--- config.mk ---
export PLATFORM = sky130hd
export DESIGN_NAME = sctv_ram
export DESIGN_NICKNAME = d
export VERILOG_FILES = /design/src/rtl/sctv_ram.sv
export SDC_FILE = /design/constraint.sdc
export NUM_CORES = 1
export LEC_CHECK = 0
export BUFFER_PORTS_ARGS = -buffer_cell sky130_fd_sc_hd__buf_2
export CORE_UTILIZATION = 56
export CTS_BUF_LIST = sky130_fd_sc_hd__clkbuf_4 sky130_fd_sc_hd__clkbuf_8
export CTS_CLUSTER_SIZE = 25
export DETAILED_ROUTE_END_ITERATION = 16
export HOLD_SLACK_MARGIN = 0.05
export PLACE_DENSITY_LB_ADDON = 0.2
export SETUP_SLACK_MARGIN = 0.02
export SLEW_MARGIN = 20
export SYNTH_ARGS = -nofsm -noshare
export SYNTH_HDL_FRONTEND = slang
export SYNTH_SLANG_ARGS = --single-unit
--- constraint.sdc ---
create_clock -name clk -period 1.9 [get_ports clk]
set_clock_uncertainty 0.05 [all_clocks]
set_input_delay 0.38 -clock clk [delete_from_list [all_inputs] [get_ports clk]]
set_output_delay 0.38 -clock clk [all_outputs]
set_load 0.1 [all_outputs]
--- src/rtl/sctv_ram.sv ---
// Generic simple dual-port RAM with registered read.
module sctv_ram #(
	parameter int WIDTH = 8,
	parameter int DEPTH = 16
) (
	input  logic                                    clk,
	input  logic                                    we,
	input  logic [((DEPTH > 1) ? $clog2(DEPTH) : 1)-1:0] waddr,
	input  logic [WIDTH-1:0]                        wdata,
	input  logic                                    re,
	input  logic [((DEPTH > 1) ? $clog2(DEPTH) : 1)-1:0] raddr,
	output logic [WIDTH-1:0]                        rdata
);

	logic [WIDTH-1:0] mem [DEPTH];

	always_ff @(posedge clk) begin
		if (we) begin
			mem[waddr] <= wdata;
		end
		if (re) begin
			rdata <= mem[raddr];
		end
	end

endmodule

==> out/results.tsv, run 1 <==
stage	metric	value	unit
sta	timing.final.crit_period	1.71	ns
hold_path	hp-class	in2reg	
setup_path	cpPeakStageDelay	0.45	ns
placement	place_area	0.00565	mm2
route	drt_first_pass_iters	4	
power_and_ir_drop	p_sw	1.35	mW
final_layout	layout-drive-gt1-share	0.334	
clock_network	cts_tree	done	
final_layout	n_antenna_cell	0	
floorplanning	core.rowCount	34	
clock_network	clock_latency	0.43	ns
logic_synthesis	synth_simple_gate_area_frac	0.0314	
sta	hold_viol_final	0	
floorplanning	coreArea	0.00889	mm2
route	wl	9.80	mm
setup_path	arrival	1.28	ns
logic_synthesis	syn_inst	229	
power_and_ir_drop	combPwrFrac	0.068	
clock_network	max-clock-path-buffers	2	
sta	setup_viol	0	
final_layout	fin_area	0.00608	mm2
route	ant_nets	0	
setup_path	worstSetupPathType	reg2out	
clock_network	cts_setup_buffers	0	
sta	rsz0062_at_grt	false	
logic_synthesis	yosys_warnings	0	
clock_network	cts_max_level	4	
run_status	status	completed	
power_and_ir_drop	sequentialPowerShare	0.536	
logic_synthesis	synth-seq-cells	136	
run	drv_cap	0	
power_and_ir_drop	clkPwrFrac	0.397	
floorplanning	num_io_pins	27	
sta	worstMarginPinSlew	0.500	ns
route	avgRoutedWirePerCell	23.9	um
global_route	grt_pass1_vias	2491	
placement	io_buffer_count	26	
final_layout	syn_to_final_growth	16.3	%
power_and_ir_drop	ir_worst_vdd	0.528	mV
setup_path	path_cells	buf_2	
setup_path	critPathLaunchType	flop	
sta	fmax	0.586	GHz
setup_path	cp.required	1.47	ns
final_layout	n_fill_cell	557	
clock_network	clk_pin_slew_worst_paths	0.08	ns
floorplanning	dieWidth	98.6	um
power_and_ir_drop	swShare	0.213	
placement	place.gp.congestion	0.719	
global_route	grt_pass1_wl	14.8	mm
clock_network	cts_buffers	17	
setup_path	critPathBufInv	1	
route	drt_drc_violations_left	0	
sta	fin_setup_tns	0	ns
floorplanning	start_util	0.588	
route	drt_iter0_drc	203	
setup_path	critPathCaptureType	output port	
clock_network	root_buffer	clkbuf_8	
logic_synthesis	synth_area	0.00523	mm2
logic_synthesis	synth_mux_area_frac	0.148	
power_and_ir_drop	p_int	4.99	mW
global_route	antenna_found_initial	0	
route	viasPerCell	6.03	
floorplanning	die_y	98.6	um
clock_network	cts_hold_buf	0	
setup_path	critPathSlowestCell	buf_2	
logic_synthesis	synth_fa_ha_area_frac	0	
final_layout	nNetsFinal	308	
floorplanning	dieArea	0.00972	mm2
sta	fin_crit_sh	0.898	
logic_synthesis	synth_compound_area_frac	0.0230	
logic_synthesis	synth_top_family_by_area	multiplexers	
global_route	grt_max_degree	23	
sta	slew_headroom	0.669	
logic_synthesis	syn_nets	248	
setup_path	crit_family	buffers and inverters	
sta	drv_slew	0	
logic_synthesis	yosysUniqueCellTypes	18	
power_and_ir_drop	p_leak	2.07	nW
setup_path	worst-path-max-fanout	1	
global_route	gr-total-overflow	0	
global_route	grt_util_all_layers	0.225	
logic_synthesis	avgSynthCellArea	22.8	um2
power_and_ir_drop	powerDensity	1040	mW/mm2
placement	dpl.hpwl	6.39	mm
route	num_vias	2471	
logic_synthesis	ys_seq_area_frac	0.781	
clock_network	clock_sinks	136	
logic_synthesis	synthXorXnorAreaFrac	0	
clock_network	cts-resized-gates	0	
registers in the layout (all words and copies together) (netlist names):
register,cells
rdata,8
mem,128
synth_stat cells:
| library cell | number | area [um2] |
|---|---|---|
| a22oi_1 | 16 | 120 |
| and2_1 | 1 | 6.26 |
| and2b_1 | 1 | 7.51 |
| buf_2 | 3 | 15.0 |
| buf_4 | 1 | 7.51 |
| buf_6 | 3 | 33.8 |
| clkdlybuf4s25_2 | 3 | 30.0 |
| edfxtp_1 | 136 | 4080 |
| mux4_1 | 14 | 368 |
| mux4_2 | 18 | 405 |
| nand2_1 | 9 | 33.8 |
| nand2b_1 | 2 | 12.5 |
| nand3_1 | 1 | 5.00 |
| nand3b_1 | 2 | 15.0 |
| nor2_1 | 13 | 48.8 |
| nor2b_1 | 1 | 6.26 |
| nor3_1 | 4 | 20.0 |
| or3b_2 | 1 | 8.76 |
final timing paths:
| path | from | to | slack, ns | cells after the start |
|---|---|---|---|---|
| worst min-delay path | re | rdata[0] | 0.28 | 1 |
| worst max-delay path | rdata[7] | rdata[7] | 0.19 | 1 |
| worst max register to register | mem[1][5] | rdata[5] | 0.32 | 3 |
| worst min register to register | mem[7][2] | rdata[2] | 0.71 | 3 |
kinds of logic after synthesis:
family,after synthesis
compound gates,16
buf+inv,10
simple gates,35
mux,32
flops,136
cell usage in the layout (no fill, tap or decap):
master,n
buf_4,21
edfxtp_1,136
nor2b_1,1
nand3_1,1
mux4_1,14
buf_2,26
a22oi_1,16
bufinv_16,4
and2_1,1
nor3_1,3
clkbuf_4,3
nand2_1,9
nor3_2,1
clkinv_4,3
buf_12,4
mux4_2,18
and2b_1,1
nand2b_1,2
nand3b_1,2
clkinv_1,2
nor2_1,13
clkbuf_8,17
clkinvlp_4,3
or3b_2,1
layout make-up:
cell class | instances | area [um2] | share of cell area
clock buffer | 20 | 256 | 0.0422
clock inverter | 12 | 176 | 0.0290
multi-input combinational | 83 | 1060 | 0.175
sequential | 136 | 4080 | 0.671
tap | 108 | 135 | 0.0222
timing repair buffer | 51 | 368 | 0.0605
power groups by stage:
| stage | clock network (mW) | registers, mW | logic, mW |
|---|---|---|---|
| final | 2.52 | 3.40 | 0.428 |
| after global routing | 2.67 | 3.40 | 0.455 |
| after CTS | 2.55 | 3.40 | 0.433 |
| after detailed placement | 0 | 3.46 | 0.432 |
| after global placement | 0 | 3.46 | 0.427 |
| after floorplan | 0 | 3.56 | 0.171 |
stage by stage:
step                instances  setup slack [ns]  hold slack [ns]  total power [mW]  utilization
floorplan                 229             0.188            0.429              3.73            -
global placement          378            -0.119            0.677              3.89        0.635
detailed placement        378            -0.136            0.693              3.89        0.635
CTS                       410             0.172            0.255              6.38        0.684
global route              410             0.166            0.255              6.53        0.684
finish                    410             0.194            0.275              6.34        0.684
routing by layer:
metal / vias to the layer above / global-route usage / part of all wire
met5: - / 0 / 0
met4: 0 / 0.0907 / 0.016
met3: 16 / 0.0532 / 0.063
met2: 94 / 0.342 / 0.48
met1: 1261 / 0.322 / 0.44
li1: 1100 / - / -
Note: power is estimated with default switching activity, not from simulation.
==> inputs of run 2 (changes only) <==
==> constraint.sdc (replaced) <==
create_clock -name clk -period 1.9 [get_ports clk]
set_clock_uncertainty 0.05 [all_clocks]
set_input_delay 0.19 -clock clk [delete_from_list [all_inputs] [get_ports clk]]
set_output_delay 0.19 -clock clk [all_outputs]
set_load 0.1 [all_outputs]
==> out/results.tsv, run 2 (synthesized netlist as in run 1, its figures left out) <==
stage	metric	value	unit
placement	place.gp.congestion	0.706	
clock_network	root_buffer	clkbuf_8	
floorplanning	dieArea	0.00972	mm2
global_route	grt_pass1_wl	14.4	mm
route	drt_iter0_drc	182	
route	ant_nets	0	
route	drt_drc_violations_left	0	
route	wl	9.16	mm
final_layout	nNetsFinal	305	
clock_network	max-clock-path-buffers	2	
sta	fin_setup_tns	0	ns
run	drv_cap	0	
clock_network	clock_sinks	136	
setup_path	critPathCaptureType	flop	
hold_path	hp-class	in2reg	
route	avgRoutedWirePerCell	22.5	um
final_layout	regMostFlops	mem	
final_layout	fin_area	0.00600	mm2
placement	dpl.hpwl	6.07	mm
clock_network	cts_setup_buffers	0	
sta	slew_headroom	0.659	
power_and_ir_drop	p_leak	2.03	nW
final_layout	syn_to_final_growth	14.8	%
floorplanning	die_y	98.6	um
floorplanning	num_io_pins	27	
final_layout	reg.largest.list	mem x128, rdata x8	
final_layout	layout-drive-gt1-share	0.318	
power_and_ir_drop	powerDensity	1000	mW/mm2
setup_path	path_cells	mux4_1, a22oi_1, nand2_1	
global_route	gr-total-overflow	0	
clock_network	cts_tree	done	
sta	worstMarginPinSlew	0.515	ns
sta	hold_slack	0.106	ns
run_status	status	completed	
sta	drv_slew	0	
sta	hold_viol_final	0	
sta	fmax	0.660	GHz
sta	setup_viol	0	
power_and_ir_drop	power	6.01	mW
placement	place_area	0.00562	mm2
setup_path	cp.required	2.01	ns
sta	timing.final.crit_period	1.51	ns
clock_network	cts-resized-gates	0	
route	drt_first_pass_iters	5	
global_route	grt_max_degree	33	
sta	rsz0062_at_grt	false	
setup_path	arrival	1.62	ns
final_layout	fin_util	0.675	
floorplanning	start_util	0.588	
floorplanning	core.rowCount	34	
global_route	grt_util_all_layers	0.212	
setup_path	cpPeakStageDelay	0.50	ns
clock_network	cts_max_level	4	
final_layout	multi_input_area	0.00106	mm2
setup_path	critPathSlowestCell	mux4_1	
final_layout	n_fill_cell	578	
floorplanning	coreArea	0.00889	mm2
clock_network	cts_hold_buf	0	
final_layout	seqCellArea	0.00408	mm2
setup_path	worst-path-max-fanout	1	
route	viasPerCell	6.00	
global_route	antenna_found_initial	1	
setup_path	worstSetupPathType	reg2reg	
final_layout	layout_commonest_cell	edfxtp_1	
power_and_ir_drop	ir_worst_vdd	0.518	mV
clock_network	clk_pin_slew_worst_paths	0.07	ns
setup_path	critPathLaunchType	flop	
sta	fin_crit_sh	0.797	
final_layout	largest_reg_flops	128	
global_route	grt_pass1_vias	2523	
floorplanning	dieWidth	98.6	um
placement	io_buffer_count	26	
clock_network	cts_buffers	17	
clock_network	clock_latency	0.41	ns
route	num_vias	2449	
final_layout	most-common-layout-cells	136 x edfxtp_1, 26 x buf_2, 18 x mux4_2, 18 x buf_4, 17 x clkbuf_8	
-- run 2: cell types whose count changed in the layout (fill, tap and decap cells not counted) --
cell	previous run	this run
buf_4	21	18
nor3_2	1	0
bufinv_16	4	2
diode_2	0	1
clkbuf_4	3	1
clkinv_1	2	4
clkinv_2	0	2
nor3_1	3	4
-- run 2: per-stage QoR --
step | worst slack, ns | cells
after CTS | 0.366 | 407
after global routing | 0.317 | 407
after detailed placement | 0.0736 | 375
after floorplan | 0.167 | 229
final | 0.385 | 408
after global placement | 0.0660 | 375
-- run 2: final timing paths --
check | startpoint | to | slack, ns | cells past startpoint
worst max-delay path | mem[1][3] | rdata[3] | 0.39 | 3
worst min-delay path | wdata[2] | mem[12][2] | 0.11 | 1
worst max register to register | mem[1][3] | rdata[3] | 0.39 | 3
worst min register to register | mem[0][5] | rdata[5] | 0.71 | 3
-- run 2: where the power goes --
group          internal, mW  switching (mW)
Clock                  1.16            1.04
Combinational         0.142           0.273
Sequential             3.38          0.0180
Total                  4.68            1.33
-- run 2: layer usage --
layer / track usage / vias up / routed length [um]
met1: 0.296 / 1251 / 3850
met2: 0.326 / 93 / 4530
li1: - / 1097 / -
met3: 0.0574 / 8 / 656
met5: 0 / - / 0
met4: 0.0804 / 0 / 126
-- run 2: critical path: cells and delay by family (launching register included) --
kind | cells | cell delay [ns]
AND/OR/NAND/NOR | 1 | 0.09
AO/OA/AOI/OAI | 1 | 0.24
multiplexers | 1 | 0.50
flip-flops | 1 | 0.38
-- run 2: final cells by class --
type	count	area share
timing repair buffer	48	0.0576
clock inverter	14	0.0223
sequential	136	0.681
multi-input combinational	83	0.176
clock buffer	18	0.0403
tap	108	0.0225
antenna	1	0.000417
