### src/rtl/sctv_pkg.sv
// Package: constants, types and helper functions of the sync check table verifier.
package sctv_pkg;

	localparam int NUM_CLIENTS = 16;
	localparam int TABLE_DEPTH = 8;

	localparam int ENT_N  = NUM_CLIENTS * TABLE_DEPTH;
	localparam int ENT_AW = (ENT_N > 1) ? $clog2(ENT_N) : 1;
	localparam int CL_W   = (NUM_CLIENTS > 1) ? $clog2(NUM_CLIENTS) : 1;
	localparam int IDX_W  = (TABLE_DEPTH > 1) ? $clog2(TABLE_DEPTH) : 1;
	localparam int DCNT_W = $clog2(TABLE_DEPTH + 1);

	localparam int TICK_W  = 32;
	localparam int LEVEL_W = 16;
	localparam int CRC_W   = 32;
	localparam int SEQ_W   = 32;
	localparam int BAD_W   = 8;
	localparam int ENT_W   = TICK_W + LEVEL_W + CRC_W;
	localparam int CLI_W   = BAD_W + TICK_W;

	localparam logic [1:0] REG_DEPTH      = 2'd0;
	localparam logic [1:0] REG_KICK_LIMIT = 2'd1;
	localparam logic [1:0] REG_PAUSE      = 2'd2;
	localparam logic [1:0] REG_PER_CLIENT = 2'd3;

	localparam logic MODE_STORE  = 1'b0;
	localparam logic MODE_VERIFY = 1'b1;

	typedef enum logic [2:0] {
		VERDICT_OK     = 3'd0,
		VERDICT_BAD    = 3'd1,
		VERDICT_LEVEL  = 3'd2,
		VERDICT_LATE   = 3'd3,
		VERDICT_EARLY  = 3'd4,
		VERDICT_STORED = 3'd5
	} verdict_t;

	typedef enum logic [1:0] {
		ST_IDLE,
		ST_SCAN,
		ST_RESOLVE
	} state_t;

	typedef struct packed {
		logic [DCNT_W-1:0] depth;
		logic [7:0]        kick_limit;
		logic              pause_on_bad;
		logic              per_client;
	} cfg_t;

	typedef struct packed {
		logic              re;
		logic [ENT_AW-1:0] raddr;
		logic              we;
		logic [ENT_AW-1:0] waddr;
		logic [ENT_W-1:0]  wdata;
	} ent_req_t;

	typedef struct packed {
		logic              we;
		logic [CL_W-1:0]   addr;
		logic [BAD_W-1:0]  bad;
		logic [TICK_W-1:0] last;
	} cli_wr_t;

	typedef struct packed {
		verdict_t          verdict;
		logic              kick;
		logic              pause;
		logic [BAD_W-1:0]  bad_count;
		logic              flush_request;
		logic [SEQ_W-1:0]  flush_sequence;
		logic [TICK_W-1:0] last_sync_tick;
	} result_t;

	function automatic logic [DCNT_W-1:0] depth_clamp(input logic [3:0] d);
		logic [DCNT_W-1:0] r;
		if (d == 4'd0) begin
			r = DCNT_W'(1);
		end else if (32'(d) > TABLE_DEPTH) begin
			r = DCNT_W'(TABLE_DEPTH);
		end else begin
			r = DCNT_W'(d);
		end
		return r;
	endfunction

	function automatic logic [CL_W-1:0] client_wrap(input logic [3:0] c);
		logic [CL_W-1:0] r;
		r = '0;
		for (int k = 0; k < 16; k++) begin
			if (c == 4'(k)) begin
				r = CL_W'(k % NUM_CLIENTS);
			end
		end
		return r;
	endfunction

	function automatic logic [ENT_AW-1:0] ent_addr(input logic [CL_W-1:0] tbl,
			input logic [IDX_W-1:0] idx);
		return ENT_AW'(tbl * TABLE_DEPTH) + ENT_AW'(idx);
	endfunction

endpackage

### src/rtl/sctv_ctrl.sv
// Sequencer: table scan, verdict resolution and write-back requests.
module sctv_ctrl
	import sctv_pkg::*;
(
	input  logic                clk,
	input  logic                arst_n,
	input  cfg_t                cfg,
	input  logic                in_valid,
	output logic                in_ready,
	input  logic                in_mode,
	input  logic [3:0]          in_client,
	input  logic [TICK_W-1:0]   in_tick,
	input  logic [LEVEL_W-1:0]  in_level,
	input  logic [CRC_W-1:0]    in_crc,
	input  logic [SEQ_W-1:0]    in_seq,
	output ent_req_t            ent_req,
	input  logic [ENT_W-1:0]    ent_rdata,
	output logic [CL_W-1:0]     cli_raddr,
	input  logic [CLI_W-1:0]    cli_rdata,
	output cli_wr_t             cli_wr,
	input  logic                out_free,
	output logic                res_load,
	output result_t             res
);

	state_t state_q, state_d;

	logic                mode_q;
	logic [CL_W-1:0]     cl_q;
	logic [CL_W-1:0]     tbl_q;
	logic [TICK_W-1:0]   tick_q;
	logic [LEVEL_W-1:0]  level_q;
	logic [CRC_W-1:0]    crc_q;
	logic [SEQ_W-1:0]    seq_q;

	logic [DCNT_W-1:0]   rd_idx_q;
	logic                rd_vld_s1;
	logic [IDX_W-1:0]    idx_s1;
	logic [TICK_W-1:0]   min_q;
	logic [IDX_W-1:0]    oldest_q;
	logic                found_q;
	logic                earlier_q;
	logic [LEVEL_W-1:0]  hit_level_q;
	logic [CRC_W-1:0]    hit_crc_q;

	logic                accept;
	logic                issue;
	logic                last_proc;
	logic [TICK_W-1:0]   e_tick;
	logic [LEVEL_W-1:0]  e_level;
	logic [CRC_W-1:0]    e_crc;
	logic [BAD_W-1:0]    bad_old, bad_new;
	logic [TICK_W-1:0]   ls_old, ls_new;

	assign accept    = in_valid && in_ready;
	assign issue     = (state_q == ST_SCAN) && (rd_idx_q < cfg.depth);
	assign last_proc = rd_vld_s1 && (DCNT_W'(idx_s1) == cfg.depth - DCNT_W'(1));
	assign {e_tick, e_level, e_crc} = ent_rdata;
	assign {bad_old, ls_old} = cli_rdata;
	assign cli_raddr = cl_q;

	always_ff @(posedge clk or negedge arst_n) begin
		if (!arst_n) begin
			state_q <= ST_IDLE;
		end else begin
			state_q <= state_d;
		end
	end

	always_comb begin
		state_d  = state_q;
		in_ready = 1'b0;
		res_load = 1'b0;
		case (state_q)
			ST_IDLE: begin
				in_ready = 1'b1;
				if (in_valid) begin
					state_d = ST_SCAN;
				end
			end
			ST_SCAN: begin
				if (last_proc) begin
					state_d = ST_RESOLVE;
				end
			end
			ST_RESOLVE: begin
				if (out_free) begin
					res_load = 1'b1;
					state_d  = ST_IDLE;
				end
			end
			default: state_d = ST_IDLE;
		endcase
	end

	always_ff @(posedge clk or negedge arst_n) begin
		if (!arst_n) begin
			rd_idx_q  <= '0;
			rd_vld_s1 <= 1'b0;
		end else begin
			rd_vld_s1 <= issue;
			if (accept) begin
				rd_idx_q <= '0;
			end else if (issue) begin
				rd_idx_q <= rd_idx_q + DCNT_W'(1);
			end
		end
	end

	always_ff @(posedge clk) begin
		if (accept) begin
			mode_q    <= in_mode;
			cl_q      <= client_wrap(in_client);
			tbl_q     <= cfg.per_client ? client_wrap(in_client) : '0;
			tick_q    <= in_tick;
			level_q   <= in_level;
			crc_q     <= in_crc;
			seq_q     <= in_seq;
			found_q   <= 1'b0;
			earlier_q <= 1'b0;
			oldest_q  <= '0;
		end
		idx_s1 <= rd_idx_q[IDX_W-1:0];
		if (rd_vld_s1) begin
			if (idx_s1 == '0 || e_tick < min_q) begin
				min_q    <= e_tick;
				oldest_q <= idx_s1;
			end
			if (!found_q) begin
				if (e_tick == tick_q) begin
					found_q     <= 1'b1;
					hit_level_q <= e_level;
					hit_crc_q   <= e_crc;
				end else if (e_tick < tick_q) begin
					earlier_q <= 1'b1;
				end
			end
		end
	end

	always_comb begin
		res.verdict        = VERDICT_STORED;
		res.kick           = 1'b0;
		res.pause          = 1'b0;
		res.flush_request  = 1'b0;
		res.flush_sequence = '0;
		bad_new            = bad_old;
		ls_new             = ls_old;
		if (mode_q == MODE_VERIFY) begin
			if (found_q) begin
				res.flush_request  = 1'b1;
				res.flush_sequence = seq_q;
				if (hit_level_q != level_q) begin
					res.verdict = VERDICT_LEVEL;
					res.kick    = 1'b1;
				end else if (hit_crc_q != crc_q) begin
					res.verdict = VERDICT_BAD;
					bad_new = (bad_old == '1) ? bad_old : bad_old + BAD_W'(1);
					if (cfg.kick_limit != '0) begin
						res.kick = (bad_new >= cfg.kick_limit);
					end else begin
						res.pause = cfg.pause_on_bad;
					end
				end else begin
					res.verdict = VERDICT_OK;
					bad_new     = '0;
				end
				if (ls_old < tick_q) begin
					ls_new = tick_q;
				end
			end else if (!earlier_q) begin
				res.verdict = VERDICT_LATE;
			end else begin
				res.verdict = VERDICT_EARLY;
				if (ls_old < tick_q) begin
					ls_new = tick_q;
				end
			end
		end
		res.bad_count      = bad_new;
		res.last_sync_tick = ls_new;
	end

	always_comb begin
		ent_req.re    = issue;
		ent_req.raddr = ent_addr(tbl_q, rd_idx_q[IDX_W-1:0]);
		ent_req.we    = res_load && (mode_q == MODE_STORE);
		ent_req.waddr = ent_addr(tbl_q, oldest_q);
		ent_req.wdata = {tick_q, level_q, crc_q};
		cli_wr.we     = res_load && (mode_q == MODE_VERIFY);
		cli_wr.addr   = cl_q;
		cli_wr.bad    = bad_new;
		cli_wr.last   = ls_new;
	end

	a_no_read_when_idle: assert property (@(posedge clk) disable iff (!arst_n)
		(state_q == ST_IDLE) |-> !ent_req.re)
		else $error("table read issued while idle");

	a_scan_bounded: assert property (@(posedge clk) disable iff (!arst_n)
		(state_q == ST_SCAN) |-> (rd_idx_q <= cfg.depth))
		else $error("scan index past depth in use");

	a_accept_starts_scan: assert property (@(posedge clk) disable iff (!arst_n)
		accept |=> (state_q == ST_SCAN) && !rd_vld_s1)
		else $error("accepted item did not start a scan");

	a_writes_exclusive: assert property (@(posedge clk) disable iff (!arst_n)
		!(ent_req.we && cli_wr.we) && !(ent_req.we && ent_req.re))
		else $error("conflicting memory accesses");

endmodule

### config.mk
export PLATFORM = sky130hd
export DESIGN_NAME = sctv_ctrl
export DESIGN_NICKNAME = d
export VERILOG_FILES = /design/src/rtl/sctv_pkg.sv /design/src/rtl/sctv_ctrl.sv
export SDC_FILE = /design/constraint.sdc
export NUM_CORES = 1
export LEC_CHECK = 0
export ABC_AREA = 1
export BUFFER_PORTS_ARGS = -buffer_cell sky130_fd_sc_hd__buf_2
export CAP_MARGIN = 30
export CORE_AREA = 8 8 182 184
export CTS_CLUSTER_DIAMETER = 50
export DETAILED_ROUTE_END_ITERATION = 10
export DIE_AREA = 0 0 190 192
export PLACE_DENSITY = 0.63
export SYNTH_ARGS = -nofsm -noshare
export SYNTH_HDL_FRONTEND = slang
export SYNTH_SLANG_ARGS = --single-unit
export TNS_END_PERCENT = 100
### constraint.sdc
create_clock -name clk -period 8.6 [get_ports clk]
set_clock_uncertainty 0.05 [all_clocks]
set_input_delay 0.86 -clock clk [delete_from_list [all_inputs] [get_ports clk]]
set_output_delay 0.86 -clock clk [all_outputs]
set_load 0.05 [all_outputs]
==> impl_metrics.env, run 1 <==
export IMPL_outcome="complete, no violations"
export IMPL_nets=1918
export IMPL_grt_usage_pct=18.62
export IMPL_ctsLongestPathBuffers=3
export IMPL_seqPwrFrac_pct=35.6
export IMPL_clockPowerShare_pct=28.0
export IMPL_std_cell_rows=64
export IMPL_cts_made_buffers=29
export IMPL_ir_drop_uv=210.4
export IMPL_vias=9252
export IMPL_syn_num_nets=1469
export IMPL_rsz0062_at_grt="no"
export IMPL_coreArea_sq_um=30190
export IMPL_syn_inst=1106
export IMPL_antenna_found_initial=13
export IMPL_synth_cell_type_count=39
export IMPL_firstDrtPassIters=5
export IMPL_synth_area_leaders="edfxtp_1, ha_1, nand2_1, inv_1, buf_4"
export IMPL_worstMarginPinSlew_ps=715.7
export IMPL_leakagePower_nw=7.403
export IMPL_hold_viol_final=0
export IMPL_yosysWarnings=0
export IMPL_worstSetupPathType="register to primary output"
export IMPL_cap_violations=0
export IMPL_io_pins=480
export IMPL_synthesis_area_sq_um=11520
export IMPL_maxSlewViolCount=0
export IMPL_period_share_pct=54.60
export IMPL_post_drt_via_cell_ratio=4.677
export IMPL_clk_latency_ps=530
export IMPL_crit_path_start_kind="register"
export IMPL_cts_tree="yes"
export IMPL_cts_clk_slew_worst_paths_ps=60
export IMPL_synthFlopType="edfxtp_1"
export IMPL_netlist_top_cell_by_area="edfxtp_1"
export IMPL_ys_ff_latch=216
export IMPL_final_common_cell="buf_2"
export IMPL_dp_hpwl_microns=30010
export IMPL_netlist_area_leader_share_pct=52.40
export IMPL_grt_start_max_net_pins=73
export IMPL_arrival_ps=3790
export IMPL_clock_root_buffer="clkbuf_16"
export IMPL_fp_dieH_microns=192
export IMPL_drt_total_wl_microns=35910
export IMPL_ant_nets=0
export IMPL_most_common_layout_cells="buf_2, edfxtp_1, nand2_1, inv_1, ha_1"
export IMPL_cts_sinks=216
export IMPL_worstPathRequired_ps=7690
export IMPL_cts_repair_resized=0
export IMPL_maxSlewHeadroom_pct=52.29
export IMPL_numPortBuffers=479
export IMPL_dp_cells=1920
export IMPL_drive_gt1_share_pct=35.05
export IMPL_switching_power_mw=1.682
export IMPL_finalSetupViolations=0
export IMPL_final_core_util_pct=49.56
export IMPL_comb_power_share_pct=36.4
export IMPL_path_max_fanout=50
export IMPL_async_flop_share_pct=3.241
export IMPL_syn_avg_cell_area_sq_um=10.41
export IMPL_grt_pass1_wl_microns=52750
export IMPL_die_x_microns=190
export IMPL_dr_first_iter_drc_count=399
export IMPL_post_cts_buffers=0
export IMPL_crit_path_end_kind="primary output"
export IMPL_switching_share_pct=40.91
export IMPL_hp_class="input port to asynchronous set/reset pin"
export IMPL_ys_seq_area_share_pct=55.31
export IMPL_grt_overflow_total=0
export IMPL_grt_pass1_vias=9486
export IMPL_htree_levels=1
export IMPL_min_period_ps=4696
export IMPL_initial_core_util_pct=38.15
export IMPL_drcViolationCount=0
export IMPL_fin_cells=1978
export IMPL_power_density_nw_per_um2=274.8
export IMPL_fmax_ghz=0.2130
export IMPL_worst_hold_slack_ps=112.4
export IMPL_place_congestion=0.9461
export IMPL_area_growth_pct=29.89
export IMPL_die_area_sq_um=36480
export IMPL_tns_ps=0
export IMPL_cts_hold_buffers=0
export IMPL_p_int_mw=2.429
export IMPL_synth_edf_count=201
export IMPL_wl_per_cell_microns=18.16
## registers in the layout (all words and copies together), names as in the netlist
| name | flops |
|---|---|
| crc_q | 32 |
| hit_crc_q | 32 |
| min_q | 32 |
| seq_q | 32 |
| tick_q | 32 |
| hit_level_q | 16 |
| level_q | 16 |
| cli_raddr | 4 |
| rd_idx_q | 4 |
| tbl_q | 4 |
| idx_s1 | 3 |
| oldest_q | 3 |
| state_q | 2 |
| earlier_q | 1 |
| found_q | 1 |
| mode_q | 1 |
| rd_vld_s1 | 1 |
## final timing paths
path | start | to | slack, ps | cells after the start
min in group clk | earlier_q$_DFF_P_ | earlier_q$_DFF_P_ | 430 | 2
hold reg to reg | earlier_q$_DFF_P_ | earlier_q$_DFF_P_ | 430 | 2
setup reg to reg | tick_q[15]$_DFFE_PP_ | hit_crc_q[14]$_DFFE_PP_ | 5890 | 7
hold / removal | arst_n | rd_idx_q[3]$_DFFE_PN0P_ | 110 | 1
setup / recovery | tick_q[27]$_DFFE_PP_ | cli_wr[7] | 3900 | 10
max in group asynchronous | arst_n | rd_idx_q[2]$_DFFE_PN0P_ | 8230 | 1
## kinds of logic (layout without fill, tap and decap cells)
| kind of cell | count (synthesis) | count (layout) | share of synthesized area (%) |
|---|---|---|---|
| AOI/OAI and AO/OA | 116 | 116 | 5.572 |
| xor gates and xnor gates | 44 | 44 | 3.346 |
| adders and majority gates | 108 | 108 | 11.73 |
| buffers and inverters | 256 | 725 | 10.35 |
| DFF | 216 | 216 | 55.31 |
| muxes | 1 | 1 | 0.09776 |
| other | 0 | 7 | 0 |
| and+or+nand+nor | 365 | 365 | 13.59 |
## synthesized netlist by cell type (9+ instances only)
library cell / instances
o21ai_1: 9
nand4_1: 25
buf_4: 53
xor2_1: 11
inv_1: 189
xnor2_1: 33
ha_1: 108
a21oi_1: 57
nand3_1: 27
edfxtp_1: 201
nor2_1: 84
o21ai_0: 30
nand2_1: 200
## per-stage QoR
step | setup slack, ps | power (mW) | instance area (sq um)
after global placement | 4168 | 2.961 | 13970
after floorplan | 1765 | 2.645 | 11520
after global routing | 3603 | 4.334 | 14950
final | 3904 | 4.111 | 14960
after CTS | 3872 | 4.166 | 14940
after detailed placement | 4076 | 2.998 | 14010
## layout make-up
cell class                      instances  area, sq um
Sequential cell                       216         6371
Multi-Input combinational cell        634         3961
Fill cell                            2796        15230
Timing Repair Buffer                  485         2470
Clock inverter                         19        195.2
Antenna cell                            7        17.52
Inverter                              189        714.4
Clock buffer                           32        737.0
Tap cell                              396        495.5
## critical path: stages, from the launching register on
cell,delay (ps)
edfxtp_1,420
inv_1,190
ha_1,280
nand2_1,150
o21ai_1,120
nand2_1,70
o211ai_1,90
a21oi_2,520
nand3_4,590
o21ai_0,480
buf_2,330
## power by group through the flow
stage          sequential [mW]  combinational, mW  clock, mW
6_report                  1.46               1.49       1.15
5_1_grt                   1.48               1.62       1.23
4_1_cts                   1.47               1.52       1.18
3_5_place_dp              1.49               1.51          0
3_3_place_gp              1.48               1.48          0
2_1_floorplan             1.69              0.954          0
## layer usage
| layer | up-vias | wire length [microns] | track usage [%] |
|---|---|---|---|
| li1 | 4561 | - | - |
| met1 | 4219 | 13050 | 19.13 |
| met2 | 384 | 18210 | 34.11 |
| met3 | 76 | 3461 | 7.099 |
| met4 | 12 | 1133 | 6.524 |
| met5 | - | 67 | 0 |
No activity file was read; power rests on OpenSTA's default activity.
==> inputs of run 2 (changes only) <==
--- a/config.mk
+++ b/config.mk
@@ -5,13 +5,13 @@
 export SDC_FILE = /design/constraint.sdc
 export NUM_CORES = 1
 export LEC_CHECK = 0
-export ABC_AREA = 1
+export ABC_AREA = 0
 export BUFFER_PORTS_ARGS = -buffer_cell sky130_fd_sc_hd__buf_2
 export CAP_MARGIN = 30
-export CORE_AREA = 8 8 182 184
+export CORE_AREA = 8 8 180 182
 export CTS_CLUSTER_DIAMETER = 50
 export DETAILED_ROUTE_END_ITERATION = 10
-export DIE_AREA = 0 0 190 192
+export DIE_AREA = 0 0 188 190
 export PLACE_DENSITY = 0.63
 export SYNTH_ARGS = -nofsm -noshare
 export SYNTH_HDL_FRONTEND = slang
==> constraint.sdc (replaced) <==
create_clock -name clk -period 4.8 [get_ports clk]
set_clock_uncertainty 0.05 [all_clocks]
set_input_delay 0.48 -clock clk [delete_from_list [all_inputs] [get_ports clk]]
set_output_delay 0.48 -clock clk [all_outputs]
set_load 0.05 [all_outputs]
==> run 2 against run 1 <==
  * Sequential cell count unchanged
  * Wire length decreased by 1.1%
  * Non-clock buffer count increased by 2
  * Critical path depth unchanged
  * Largest cell class unchanged
==> impl_metrics.env, run 2 <==
export IMPL_hold_viol_final=0
export IMPL_path_max_fanout=32
export IMPL_drive_gt1_share_pct=43.59
export IMPL_final_fill_count=2706
export IMPL_synthFlopType="edfxtp_1"
export IMPL_wl_per_cell_microns=20.60
export IMPL_place_congestion=0.8599
export IMPL_async_flop_share_pct=3.241
export IMPL_hp_class="input port to register"
export IMPL_synth_cell_type_count=54
export IMPL_synthesis_area_sq_um=11270
export IMPL_busiest_layer="met2"
export IMPL_ctsLongestPathBuffers=3
export IMPL_clock_root_buffer="clkbuf_16"
export IMPL_most_common_layout_cells="buf_2, edfxtp_1, ha_1, inv_1, xnor2_1"
export IMPL_firstDrtPassIters=4
export IMPL_grt_pass1_wl_microns=53650
export IMPL_reg2reg_depth=8
export IMPL_ant_nets=0
export IMPL_finalSetupViolations=0
export IMPL_ir_drop_uv=301.4
export IMPL_netlist_area_leader_share_pct=53.53
export IMPL_io_pins=480
export IMPL_multi_input_area_sq_um=4144
export IMPL_drcViolationCount=0
export IMPL_min_period_ps=4656
export IMPL_std_cell_rows=63
export IMPL_power_density_nw_per_um2=479.4
export IMPL_vias=8392
export IMPL_grt_pass1_vias=9148
export IMPL_synth_area_leaders="edfxtp_1, ha_1, xnor2_1, mux2_4, buf_4"
export IMPL_cap_violations=0
export IMPL_antenna_found_initial=7
export IMPL_htree_levels=1
export IMPL_dr_first_iter_drc_count=402
export IMPL_period_share_pct=97.01
export IMPL_r2r_start="tick_q[28]$_DFFE_PP_"
export IMPL_worstPathRequired_ps=4270
export IMPL_syn_num_nets=1218
export IMPL_initial_core_util_pct=38.35
export IMPL_crit_path_start_kind="register"
export IMPL_worstSetupPathType="register to primary output"
export IMPL_outcome="complete, no violations"
export IMPL_r2r_setup_slack_ps=1400
export IMPL_leakagePower_nw=6.806
export IMPL_use_met1_pct=20.25
export IMPL_die_area_sq_um=35720
export IMPL_cts_clk_slew_worst_paths_ps=60
export IMPL_ys_seq_area_share_pct=56.51
export IMPL_yosysWarnings=0
export IMPL_fmax_ghz=0.2148
export IMPL_yosysMostFrequentCell="edfxtp_1"
export IMPL_drt_total_wl_microns=35510
export IMPL_yosys_top_cells_count="edfxtp_1, ha_1, inv_1"
export IMPL_syn_inst=855
export IMPL_final_common_cell="buf_2"
export IMPL_numPortBuffers=479
export IMPL_die_x_microns=188
export IMPL_rr_endpoint="hit_level_q[7]$_DFFE_PP_"
export IMPL_use_met3_pct=7.140
export IMPL_grt_start_max_net_pins=70
export IMPL_grt_usage_pct=19.06
export IMPL_clk_latency_ps=550
export IMPL_cts_sinks=216
export IMPL_arrival_ps=4130
export IMPL_worstMarginPinSlew_ps=931.2
export IMPL_nets=1669
export IMPL_crit_end="res[3]"
export IMPL_cts_made_buffers=29
export IMPL_tns_ps=0
export IMPL_ys_ff_latch=216
export IMPL_synth_edf_count=201
export IMPL_total_power_mw=7.079
export IMPL_maxSlewViolCount=0
export IMPL_grt_util_met2_pct=34.14
export IMPL_grt_overflow_total=0
export IMPL_crit_path_end_kind="primary output"
export IMPL_maxSlewHeadroom_pct=37.58
export IMPL_cts_tree="yes"
export IMPL_fp_dieH_microns=190
export IMPL_syn_avg_cell_area_sq_um=13.19
export IMPL_post_drt_via_cell_ratio=4.868
export IMPL_rsz0062_at_grt="no"
export IMPL_crit_start="tick_q[29]$_DFFE_PP_"
export IMPL_coreArea_sq_um=29400
export IMPL_netlist_top_cell_by_area="edfxtp_1"
export IMPL_dp_hpwl_microns=29150
export IMPL_seqCellArea_sq_um=6371
export IMPL_area_growth_pct=30.98
run 2: changes by cell type after synthesis, moves of 11 or more:
| cell | delta |
|---|---|
| nand2b_1 | +11 |
| a21o_1 | +11 |
| a21oi_1 | -24 |
| xnor2_1 | +20 |
| nand2_1 | -173 |
| mux2_4 | +30 |
| and3_1 | +36 |
| inv_1 | -105 |
| nor2_1 | -66 |
run 2: repair_timing:
item,in CTS,in global routing
setup buffers,0,0
setup endpoints to repair,64,0
hold buffers,1,0
endpoints found under the hold margin,7,0
resized for setup,1,0
run 2: final cells by class:
class,instances,area share (%)
inverter,84,2.152
timing repair buffer,487,16.83
antenna,8,0.1356
multi-input combinational,488,28.06
sequential,216,43.14
tap,390,3.304
clock inverter,15,0.9320
clock buffer,36,5.448
run 2: worst min-delay path by stage:
stage                        startpoint                       to  slack (ps)  depth (start not counted)
after floorplan                  arst_n  rd_idx_q[0]$_DFFE_PN0P_         130                          0
after global placement           arst_n  rd_idx_q[3]$_DFFE_PN0P_         280                          1
after detailed placement         arst_n  rd_idx_q[3]$_DFFE_PN0P_         280                          1
after CTS                  in_level[11]    level_q[11]$_DFFE_PP_          20                          1
after global routing       in_level[11]    level_q[11]$_DFFE_PP_          30                          1
final                     ent_rdata[23]  hit_crc_q[23]$_DFFE_PP_          50                          1
run 2: power by group:
group          internal, mW  total, mW  switching, mW
clock                  1.25       2.08          0.827
sequential             2.45       2.61          0.162
combinational         0.699       2.39           1.70
run 2: per-layer routing:
layer,vias up,share of wire (%)
li1,4043,-
met1,3915,37
met2,373,51
met3,61,9.1
met4,0,3.2
met5,-,0
run 2: critical path: stages, from the launching register on:
cell and delay, ps:
edfxtp_1 410, inv_1 130, ha_1 320, nand4_1 190, nor3_1 640, nand2_1 230, nor4_2 570, a2111oi_4 130
buf_4 340, mux2_4 390, buf_2 220
run 2: kinds of logic (layout without fill, tap and decap cells):
logic type / after synthesis / count (layout) / share of synthesized area [%]
compound gates: 124 / 124 / 7.724
xor+xnor: 55 / 55 / 4.273
fa+ha+maj: 108 / 108 / 11.99
buf+inv: 151 / 622 / 6.958
flops: 216 / 216 / 56.51
mux: 36 / 36 / 4.572
other cells: 0 / 8 / 0
simple gates: 165 / 165 / 7.979
run 2: through the flow:
stage / instance area, sq um / utilization [%] / setup slack, ps / hold WS, ps / std cells
6_report: 14770 / 50.23 / 143.8 / 52.24 / 1724
2_1_floorplan: 11270 / - / 391.1 / 134.4 / 855
5_1_grt: 14760 / 50.21 / 6.379 / 26.15 / 1722
4_1_cts: 14750 / 50.16 / 115.0 / 22.70 / 1716
3_3_place_gp: 13780 / 46.87 / 432.3 / 278.7 / 1663
3_5_place_dp: 13790 / 46.90 / 385.7 / 279.4 / 1664
